==> src/hdl/fpts_pkg.sv <==
package fpts_pkg;

  // Table size and the widths that follow from it.
  localparam int unsigned MAX_TASKS = 16;
  localparam int unsigned SLOT_W    = (MAX_TASKS > 1) ? $clog2(MAX_TASKS) : 1;
  localparam int unsigned CNT_W     = SLOT_W + 1;

  localparam int unsigned TASK_ID_W = 4;
  localparam int unsigned ORDER_W   = 8;
  localparam int unsigned TIME_W    = 32;
  localparam int unsigned WORK_W    = 16;
  localparam int unsigned PRIO_W    = 8;

  localparam logic [ORDER_W-1:0] ORDER_MAX = {ORDER_W{1'b1}};
  localparam logic [TIME_W-1:0]  CLOCK_MAX = {TIME_W{1'b1}};

  // Function codes of an input item.
  localparam logic FUNC_CREATE = 1'b0;
  localparam logic FUNC_TICK   = 1'b1;

  typedef struct packed {
    logic              func;
    logic [WORK_W-1:0] run_length;
    logic [PRIO_W-1:0] prio;
    logic [TIME_W-1:0] release_time;
  } fpts_req_t;

  typedef struct packed {
    logic                 kind;
    logic                 accepted;
    logic [TASK_ID_W-1:0] task_id;
    logic                 idle;
    logic [TIME_W-1:0]    now;
    logic [WORK_W-1:0]    left;
    logic [WORK_W-1:0]    consumed;
  } fpts_rsp_t;

  // One task table entry as it is kept in the slot memory. The order field
  // holds the ready-order value at the time the task became ready; tasks that
  // were woken in the same tick share it and are told apart by release
  // time, then by slot.
  typedef struct packed {
    logic [PRIO_W-1:0]  prio;
    logic [TIME_W-1:0]  release_time;
    logic [WORK_W-1:0]  left;
    logic [WORK_W-1:0]  consumed;
    logic [ORDER_W-1:0] order;
  } fpts_entry_t;

  localparam int unsigned ENTRY_W = $bits(fpts_entry_t);

  typedef struct packed {
    logic clear;
    logic cand;
  } fpts_pick_ctrl_t;

  typedef enum logic [1:0] {
    ST_IDLE,
    ST_SCAN,
    ST_FINISH
  } fpts_state_e;

endpackage

==> src/hdl/fpts_ram.sv <==
module fpts_ram #(
  parameter int unsigned WIDTH = 8,
  parameter int unsigned DEPTH = 16
) (
  input  logic                     clk_i,
  input  logic                     we_i,
  input  logic [$clog2(DEPTH)-1:0] waddr_i,
  input  logic [WIDTH-1:0]         wdata_i,
  input  logic                     re_i,
  input  logic [$clog2(DEPTH)-1:0] raddr_i,
  output logic [WIDTH-1:0]         rdata_o
);

  logic [WIDTH-1:0] mem_q [DEPTH];
  logic [WIDTH-1:0] rdata_q;

  always_ff @(posedge clk_i) begin
    if (we_i) begin
      mem_q[waddr_i] <= wdata_i;
    end
    if (re_i) begin
      rdata_q <= mem_q[raddr_i];
    end
  end

  assign rdata_o = rdata_q;

endmodule

==> src/hdl/fpts_pick.sv <==
module fpts_pick import fpts_pkg::*; (
  input  logic              clk_i,
  input  logic              rst_ni,
  input  fpts_pick_ctrl_t   ctrl_i,
  input  logic [SLOT_W-1:0] slot_i,
  input  fpts_entry_t       entry_i,
  output logic              found_o,
  output logic [SLOT_W-1:0] slot_o,
  output fpts_entry_t       entry_o
);

  logic              found_q, found_d;
  logic [SLOT_W-1:0] slot_q;
  fpts_entry_t       best_q;
  logic              better;
  logic              take;

  // Higher priority wins; on equal priority the task that became ready
  // earlier wins. Slots arrive in ascending order, so a full tie keeps the
  // lower slot.
  always_comb begin
    better = !found_q
           || (entry_i.prio > best_q.prio)
           || ((entry_i.prio == best_q.prio)
               && ({entry_i.order, entry_i.release_time}
                   < {best_q.order, best_q.release_time}));
    take    = ctrl_i.cand && !ctrl_i.clear && better;
    found_d = ctrl_i.clear ? 1'b0 : (found_q || take);
  end

  always_ff @(posedge clk_i or negedge rst_ni) begin
    if (!rst_ni) begin
      found_q <= 1'b0;
    end else begin
      found_q <= found_d;
    end
  end

  always_ff @(posedge clk_i) begin
    if (take) begin
      slot_q <= slot_i;
      best_q <= entry_i;
    end
  end

  assign found_o = found_q;
  assign slot_o  = slot_q;
  assign entry_o = best_q;

endmodule

==> src/hdl/fixed_priority_task_scheduler.sv <==
// Channel    Ports                      Direction  Transfer
// request    start_i, busy_o, req_i     in         start_i high while busy_o low
// result     done_o, rsp_o              out        done_o high for one cycle
//
// A create item's result shows in the next cycle, and busy_o stays low, so items
// can follow back to back.
// A tick item keeps busy_o high for one pass through the slot memory, one entry a
// cycle, and then a write-back state; its result shows in the cycle after the
// write-back, while a new item can already be taken. After reset the table is
// empty and the clock is zero; no clearing pass is needed. The receiver cannot
// stall: every result is transferred on the cycle done_o is high.

module fixed_priority_task_scheduler import fpts_pkg::*; (
  input  logic      clk_i,
  input  logic      rst_ni,
  input  logic      start_i,
  output logic      busy_o,
  input  fpts_req_t req_i,
  output logic      done_o,
  output fpts_rsp_t rsp_o
);

  // Control state. Slots fill from the bottom and are never freed, so a fill
  // count stands for the used flags; the ready flags live in flip-flops.
  fpts_state_e        state_q, state_d;
  logic [SLOT_W-1:0]  idx_q, idx_d;
  logic [CNT_W-1:0]   used_cnt_q, used_cnt_d;
  logic [CNT_W-1:0]   woken_q, woken_d;
  logic [MAX_TASKS-1:0] ready_q, ready_d;
  logic [TIME_W-1:0]  clock_q, clock_d;
  logic [ORDER_W-1:0] next_order_q, next_order_d;
  logic               done_q, done_d;
  fpts_rsp_t          rsp_q, rsp_d;

  // Slot memory ports.
  logic              mem_we;
  logic [SLOT_W-1:0] mem_waddr;
  fpts_entry_t       mem_wdata;
  logic              mem_re;
  logic [SLOT_W-1:0] mem_raddr;
  logic [ENTRY_W-1:0] mem_rdata;
  fpts_entry_t       rd_entry;

  // Candidate tracker.
  fpts_pick_ctrl_t   pick_ctrl;
  fpts_entry_t       scan_entry;
  logic              pick_found;
  logic [SLOT_W-1:0] pick_slot;
  fpts_entry_t       pick_entry;

  // Helpers.
  logic               accept;
  logic               last_slot;
  logic               slot_used;
  logic               wake;
  logic               full;
  logic [ORDER_W:0]   order_sum;
  fpts_entry_t        new_entry;

  assign rd_entry = fpts_entry_t'(mem_rdata);

  fpts_ram #(
    .WIDTH (ENTRY_W),
    .DEPTH (MAX_TASKS)
  ) u_slot_mem (
    .clk_i   (clk_i),
    .we_i    (mem_we),
    .waddr_i (mem_waddr),
    .wdata_i (ENTRY_W'(mem_wdata)),
    .re_i    (mem_re),
    .raddr_i (mem_raddr),
    .rdata_o (mem_rdata)
  );

  fpts_pick u_pick (
    .clk_i   (clk_i),
    .rst_ni  (rst_ni),
    .ctrl_i  (pick_ctrl),
    .slot_i  (idx_q),
    .entry_i (scan_entry),
    .found_o (pick_found),
    .slot_o  (pick_slot),
    .entry_o (pick_entry)
  );

  always_comb begin
    accept    = start_i && (state_q == ST_IDLE);
    last_slot = (idx_q == SLOT_W'(MAX_TASKS - 1));
    slot_used = ({1'b0, idx_q} < used_cnt_q);
    full      = (used_cnt_q == CNT_W'(MAX_TASKS));

    // A waiting task wakes when the scan finds the clock at or past its
    // release time. All tasks woken in one tick share the current order
    // value, so they rank after every task that was ready before.
    wake = slot_used && !ready_q[idx_q] && (rd_entry.release_time <= clock_q);

    scan_entry = rd_entry;
    if (wake) begin
      scan_entry.order = next_order_q;
    end

    new_entry.prio         = req_i.prio;
    new_entry.release_time = req_i.release_time;
    new_entry.left         = req_i.run_length;
    new_entry.consumed     = '0;
    new_entry.order        = (req_i.release_time == '0) ? next_order_q : '0;

    order_sum = {1'b0, next_order_q} + (ORDER_W + 1)'(woken_q);

    state_d      = state_q;
    idx_d        = idx_q;
    used_cnt_d   = used_cnt_q;
    woken_d      = woken_q;
    ready_d      = ready_q;
    clock_d      = clock_q;
    next_order_d = next_order_q;
    done_d       = 1'b0;
    rsp_d        = rsp_q;

    mem_we    = 1'b0;
    mem_waddr = idx_q;
    mem_wdata = scan_entry;
    mem_re    = 1'b0;
    mem_raddr = idx_q + SLOT_W'(1);

    pick_ctrl.clear = 1'b0;
    pick_ctrl.cand  = 1'b0;

    unique case (state_q)
      ST_IDLE: begin
        if (accept) begin
          if (req_i.func == FUNC_CREATE) begin
            // Store the task in the lowest free slot and answer at once.
            rsp_d.kind     = FUNC_CREATE;
            rsp_d.accepted = !full;
            rsp_d.task_id  = full ? '0 : TASK_ID_W'(used_cnt_q[SLOT_W-1:0]);
            rsp_d.idle     = 1'b0;
            rsp_d.now      = clock_q;
            rsp_d.left     = full ? '0 : req_i.run_length;
            rsp_d.consumed = '0;
            done_d         = 1'b1;
            if (!full) begin
              mem_we     = 1'b1;
              mem_waddr  = used_cnt_q[SLOT_W-1:0];
              mem_wdata  = new_entry;
              used_cnt_d = used_cnt_q + CNT_W'(1);
              ready_d[used_cnt_q[SLOT_W-1:0]] = (req_i.release_time == '0);
              if ((req_i.release_time == '0) && (next_order_q != ORDER_MAX)) begin
                next_order_d = next_order_q + ORDER_W'(1);
              end
            end
          end else begin
            // Start the scan: slot zero is read now and shows next cycle.
            mem_re          = 1'b1;
            mem_raddr       = '0;
            idx_d           = '0;
            woken_d         = '0;
            pick_ctrl.clear = 1'b1;
            state_d         = ST_SCAN;
          end
        end
      end

      ST_SCAN: begin
        // One slot per cycle: wake it if due, write back its order, and
        // offer it to the tracker if it is ready with work left. The next
        // slot is read in the same cycle, so reads never meet the write.
        mem_re = !last_slot;
        if (wake) begin
          mem_we         = 1'b1;
          mem_waddr      = idx_q;
          mem_wdata      = scan_entry;
          ready_d[idx_q] = 1'b1;
          woken_d        = woken_q + CNT_W'(1);
        end
        pick_ctrl.cand = slot_used && (ready_q[idx_q] || wake) && (rd_entry.left != '0);
        if (last_slot) begin
          state_d = ST_FINISH;
        end else begin
          idx_d = idx_q + SLOT_W'(1);
        end
      end

      ST_FINISH: begin
        // Run the chosen task, if any, for one unit, then advance the clock unless it is at its maximum.
        rsp_d.kind     = FUNC_TICK;
        rsp_d.accepted = 1'b0;
        rsp_d.idle     = !pick_found;
        rsp_d.now      = clock_q;
        rsp_d.task_id  = '0;
        rsp_d.left     = '0;
        rsp_d.consumed = '0;
        if (pick_found) begin
          mem_we             = 1'b1;
          mem_waddr          = pick_slot;
          mem_wdata          = pick_entry;
          mem_wdata.left     = pick_entry.left - WORK_W'(1);
          mem_wdata.consumed = pick_entry.consumed + WORK_W'(1);
          rsp_d.task_id      = TASK_ID_W'(pick_slot);
          rsp_d.left         = pick_entry.left - WORK_W'(1);
          rsp_d.consumed     = pick_entry.consumed + WORK_W'(1);
        end
        next_order_d = order_sum[ORDER_W] ? ORDER_MAX : order_sum[ORDER_W-1:0];
        if (clock_q != CLOCK_MAX) begin
          clock_d = clock_q + TIME_W'(1);
        end
        done_d  = 1'b1;
        state_d = ST_IDLE;
      end

      default: begin
        state_d = ST_IDLE;
      end
    endcase
  end

  always_ff @(posedge clk_i or negedge rst_ni) begin
    if (!rst_ni) begin
      state_q      <= ST_IDLE;
      idx_q        <= '0;
      used_cnt_q   <= '0;
      woken_q      <= '0;
      ready_q      <= '0;
      clock_q      <= '0;
      next_order_q <= '0;
      done_q       <= 1'b0;
    end else begin
      state_q      <= state_d;
      idx_q        <= idx_d;
      used_cnt_q   <= used_cnt_d;
      woken_q      <= woken_d;
      ready_q      <= ready_d;
      clock_q      <= clock_d;
      next_order_q <= next_order_d;
      done_q       <= done_d;
    end
  end

  always_ff @(posedge clk_i) begin
    rsp_q <= rsp_d;
  end

  assign busy_o = (state_q != ST_IDLE);
  assign done_o = done_q;
  assign rsp_o  = rsp_q;

endmodule
==> config.mk <==
export PLATFORM = sky130hd
export DESIGN_NAME = fixed_priority_task_scheduler
export DESIGN_NICKNAME = d
export VERILOG_FILES = /design/src/hdl/fpts_pkg.sv /design/src/hdl/fpts_ram.sv /design/src/hdl/fpts_pick.sv /design/src/hdl/fixed_priority_task_scheduler.sv
export SDC_FILE = /design/constraint.sdc
export NUM_CORES = 2
export LEC_CHECK = 0
export BUFFER_PORTS_ARGS = -buffer_cell sky130_fd_sc_hd__buf_2
export CAP_MARGIN = 20
export CORE_MARGIN = 8
export CORE_UTILIZATION = 25
export DETAILED_ROUTE_END_ITERATION = 8
export PLACE_DENSITY = 0.42
export SYNTH_ARGS = -nofsm -noshare
export SYNTH_HDL_FRONTEND = slang
export SYNTH_HIERARCHICAL = 1
export SYNTH_SLANG_ARGS = --single-unit
==> constraint.sdc <==
create_clock -name clk_i -period 8.36 [get_ports clk_i]
set_clock_uncertainty 0.1 [all_clocks]
set_input_delay 1.254 -clock clk_i [delete_from_list [all_inputs] [get_ports clk_i]]
set_output_delay 1.254 -clock clk_i [all_outputs]
set_load 0.1 [all_outputs]
# Word-level counts from Yosys, hierarchy flattened
# Memory sizes are Yosys's and may differ from the RTL's. A register that Yosys moved wholly into a read port is not among the register bits.
# Index checks and enable logic that the tools add are counted.
# W data, S select, Z words.
# word_totals
register_bits	229
mem_bits_rw	1280
input_bits	60
output_inout_bits	73
memories	1
# op_classes
addsub	8
order_cmp	8
eq_ne	15
muxes	69
n_bitwise	3
reduce_logical	34
# memory_table
name	words	word_bits	read_ports	rd_clocked_by_memory_dff	wr	line_no	rtl
u_slot_mem.mem_q	16	80	1	1	1	fpts_ram.sv:14	logic [WIDTH-1:0] mem_q [DEPTH];
# ops
operator	n
$mux W80	4
$pmux W80 S2	1
$mux W71	2
$pmux W71 S2	1
$mux W16	5
$mux W8	7
$mux W4	12
$lt A40 B40 Y1	1
$add A32 B1 Y32 const B	1
$le A32 B32 Y1	1
$logic_not A32 Y1	1
$mux W32	1
$ne A32 B32 Y1 const B	1
$pmux W16 S2	1
$mux W1	17
$add A16 B1 Y16 const B	1
$bwmux W16	1
$or A16 B16 Y16	1
$pmux W4 S2	2
$pmux W8 S2	1
$reduce_bool A16 Y1	1
$sub A16 B1 Y16 const B	1
$mux W5	3
$ne A2 B2 Y1 const B	7
other kinds (32)	63

# Depth between registers and ports, before layout
# logic_depth
word_depth	13
ltp_mapped	15
ltp_nobuf	15

# By module
# The synthesis kept the hierarchy.
# by_module_without_submodules
mod	instances	cells_each	area_each_um2	seq_area_each_um2
fpts_ram	1	2054	50223.2	40839.2
fixed_priority_task_scheduler	1	1000	9545.4	3958.8
fpts_pick	1	254	3751.1	2547.4

# Worst setup path after synthesis
# OpenSTA, ideal clock, no wires.
# synth_path
path_kind	input to register
startpoint	input port start_i
endpoint	memory u_slot_mem/mem_q[0][0] (netlist bit), enable pin
setup_ns	0.616
t_arrival_ns	8.528
path_slack_ns	-0.884
cell_stages	10
n_path_buf	2
cell_sequence	nor2b_1 > and2_1 > and2_1 > clkbuf_1 > buf_2 > o221ai_1 > o21ai_0 > a22oi_1 > or3b_2 > nor3_1
# synth_rtl
item	line_no	rtl
start, declared	fixed_priority_task_scheduler.sv:16	input logic start_i,
$logic_and A1 B1 Y1	fixed_priority_task_scheduler.sv:87	accept = start_i && (state_q == ST_IDLE);
$mux W4	fixed_priority_task_scheduler.sv:131	if (accept) begin
$pmux W4 S2	fixed_priority_task_scheduler.sv:129	unique case (state_q)
named net mem_waddr[3]	fixed_priority_task_scheduler.sv:37	logic [SLOT_W-1:0] mem_waddr;
end, declared	fpts_ram.sv:14	
# The timed path passes the listed nets, and every way through them passes these cells.

==> summary.md <==
| Metric | Value |
|---|---|
| CP Max Fanout | 42 |
| Most common cell after layout, fill and taps aside | edfxtp_1 |
| CP endpoint kind | register |
| Setup WS pre-CTS | 1970 ps |
| Vias in the first global route | around 34000 |
| Final slew viol count | 0 |
| Synth Area in Adders | 0.0200 |
| Clock transition at path regs | 60 ps |
| Most frequent cells in the layout | edfxtp_1 (1515), mux4_2 (320), nand2_1 (195) |
| Crit share post-route | 0.740 |
| Max H-tree Level | 4 |
| CP Data Arrival Time | 6550 ps |
| Routed vias | 32400 |
| Fmax | 162 MHz |
| Routability Congestion | 0.765 |
| Die Y | about 520 um |
| Setup ws final | approximately 2200 ps |
| Via-per-instance ratio | 4.60 |
| WL final | 183000 um |
| Warnings, synthesis | 6 |
| Worst Reg2Reg Path Length in Cells | 15 |
| PwrDens | 395 nW/um^2 |
| Max_cap viols | 0 |
| R2r setup slk | 2170 ps |
| Starting density of the core | 0.251 |
| Fin crit period | about 6200 ps |
| Core area | ~250000 um^2 |
| Cell Area, Placed | about 69000 um^2 |
| Design Area, Final | around 74000 um^2 |
| RSZ-0062 raised after global routing | no |
| DR pass1 iterations | 6 |
| CTS resizes | 0 |
| Leak | 0.0242 uW |
| Relative slew slack | 0.129 |
| Final net count | 3694 |
| FF-to-FF End | u_pick/entry_o[29] |
| P&R area growth vs syn | 16.5% |
| Fin Hold WS | 317 ps |
| CP Data Required Time | between 8000 and 9000 ps |
| Die width | around 520 um |
| Mapped Cells | 3308 |
| Sequential-to-total area share from yosys stat | 0.745 |
| CP startpoint | clock_q[14] |
| Synth Area in XOR/XNOR | 0.00855 |
| Largest net degree at the start of global routing | 100 |
| Synthesized area | 63500 um^2 |
| Setup violators final | 0 |
| Worst hold path type | input pin to asynchronous set/reset pin |
| Slew @ Worst Pin | roughly 1300 ps |
| Clock sink total | 1589 |
| Congestion Overflow GR | 0 |
| Dpl hpwl | ~110000 um |
| Worst-Skew Late Latency | between 800 and 900 ps |
| Clock buffer depth | 3 |
| Final Hold Vio Count | 0 |
| Layout Utilization | 0.292 |
| Post-synthesis compound-gate area fraction | 0.0510 |
| Port Buffers | between 100 and 150 |
| Synthesized net count | 3469 |
| Post-Synth Simple-Gate Area | 0.0343 |
| Worst r2r src | clock_q[14] |
| GR Util All Layers | 0.133 |
| Hold_buf cts | 0 |
| Setup Buffers After CTS | 0 |
| Clock Tree Root | clkbuf_16 |
| Largest family of logic cells by synthesized area | multiplexers |
| Outcome | finished clean |
| Global-route wire length before repair | 262000 um |
| First DRT Iteration DRCs | 2674 |
| Syn Area/Cell | 19.2 um^2 |
| Drc violations | 0 |
| Worst Setup Start Kind | register |
| CTS tree | yes |
| Clock buffer count from CTS | 167 |
| Die area | around 270000 um^2 |
| Layout fillers | 24900 |
| Pwr Total | about 29000 uW |
| Number of synthesized flops with an enable pin | 1515 |
| Mux share of post-synthesis cell area | 0.120 |
| Peak supply drop | 0.000377 V |
| Most used DFF post-synth | edfxtp_1 |
| Initial antenna violation count | 11 |
| Layout cell share with drive strength beyond 1 | 0.224 |
| WS Path Type | register to register |
| Seq cells post-synth | 1589 |
| Number of top-level pins | 133 |
| Synth async-reset ratio | 0.0466 |
| Yosys cell types | 73 |
| Antenna violation net count after detailed routing | 0 |
| FP Rows | 185 |
| WL per Instance | approximately 26 um |
[critical path, cell delays in order (launching register included)]
cell and delay, ps:
dfrtp_1 440, inv_1 90, ha_1 300, nand4_1 240, nor4_1 620, a22oi_1 530, nor3_4 650, mux2_2 430
ha_1 330, a21oi_1 180, nand2_2 80, a2111oi_2 360, o31ai_1 130, a211oi_2 180, a21o_4 630, buf_4 500
[worst max-delay path by stage]
stage	endpoint	depth (start not counted)	slack (ps)
2_1_floorplan	u_slot_mem/mem_q[12][0]	9	-560
3_3_place_gp	u_pick/entry_o[14]	15	1980
3_5_place_dp	u_pick/entry_o[24]	15	1970
4_1_cts	u_pick/entry_o[13]	15	1950
5_1_grt	u_pick/entry_o[35]	15	1780
6_report	u_pick/entry_o[29]	15	2170
[cells in the mapped netlist, types with 3 or more instances]
library cell     n  area (um^2)
a21oi_1         51          255
nor2b_1         11         68.8
xnor2_1         47          412
nand4_1         28          175
o22ai_1          6         37.5
inv_1          157          589
o31a_1           3         26.3
and4_1           7         61.3
nor2_1          71          267
and2_1           7         43.8
clkbuf_1        72          270
a2bb2oi_1        3         26.3
o31ai_1          6         45.0
nand3_1         53          265
a222oi_1        42          420
nor4_1          18          113
ha_1           100         1250
mux2i_1         18          180
a22oi_1        165         1240
buf_1           33          124
a22o_1          11         96.3
dfrtp_1         74         1850
buf_6           15          169
o21ai_1          3         15.0
or3_1           11         68.8
o21ai_2         10         87.6
edfxtp_1      1515        45500
o211ai_1         6         45.0
a21o_1          47          353
nor3_1          19         95.1
mux4_1           4          105
xor2_1          15          131
buf_2           26          130
mux2_2          11          124
a221o_1         14          140
o21ai_0         41          205
mux4_2         320         7210
nand2_1        199          747
and3_1          16          100
a211oi_1         4         30.0
buf_4            4         30.0
o21a_1           3         22.5
nand2b_1         6         37.5
[where the power goes]
part / internal (uW) / switching (uW)
registers: 11300 / 589
clock network: 4170 / 3200
logic: 3540 / 6460
total: 19000 / 10200
[area by class of cell]
cell class              instances  area, um^2  area share
diodes                          3        7.51    0.000101
flip-flops and latches       1589       47300       0.640
clock inverters               103        1010      0.0136
clock buffers                 204        4360      0.0589
well taps                    3366        4210      0.0569
repair buffers                206        1420      0.0192
multi-input cells            1411       15100       0.203
inverters                     158         593     0.00801
[per-stage QoR]
stage	TNS, ps	instances
2_1_floorplan	-89650	3308
3_3_place_gp	0	6729
3_5_place_dp	0	6729
4_1_cts	0	7036
5_1_grt	0	7038
6_report	0	7040
[state kept, by name, indices dropped and copies added (netlist names), 2 cells and up]
signal	count
u_slot_mem/mem_q	1280
u_pick/entry_o	80
u_slot_mem/rdata_o	80
rsp_o	71
clock_q	32
ready_q	16
next_order_q	8
used_cnt_q	5
woken_q	5
idx_q	4
u_pick/slot_o	4
state_q	2
[logic make-up after synthesis]
| group | Yosys count |
|---|---|
| buf+inv | 308 |
| mux | 354 |
| simple gates | 459 |
| fa+ha+maj | 101 |
| xor+xnor | 62 |
| flops | 1589 |
| compound gates | 435 |
[routing by layer]
| layer | global-route usage | vias to the layer above | routed length (um) |
|---|---|---|---|
| li1 | - | 14000 | - |
| met1 | 0.177 | 17500 | 80900 |
| met2 | 0.230 | 706 | 92100 |
| met3 | 0.0187 | 189 | 7100 |
| met4 | 0.0276 | 2 | 2920 |
| met5 | 0 | - | 13 |
(Power assumes the default switching activity.)
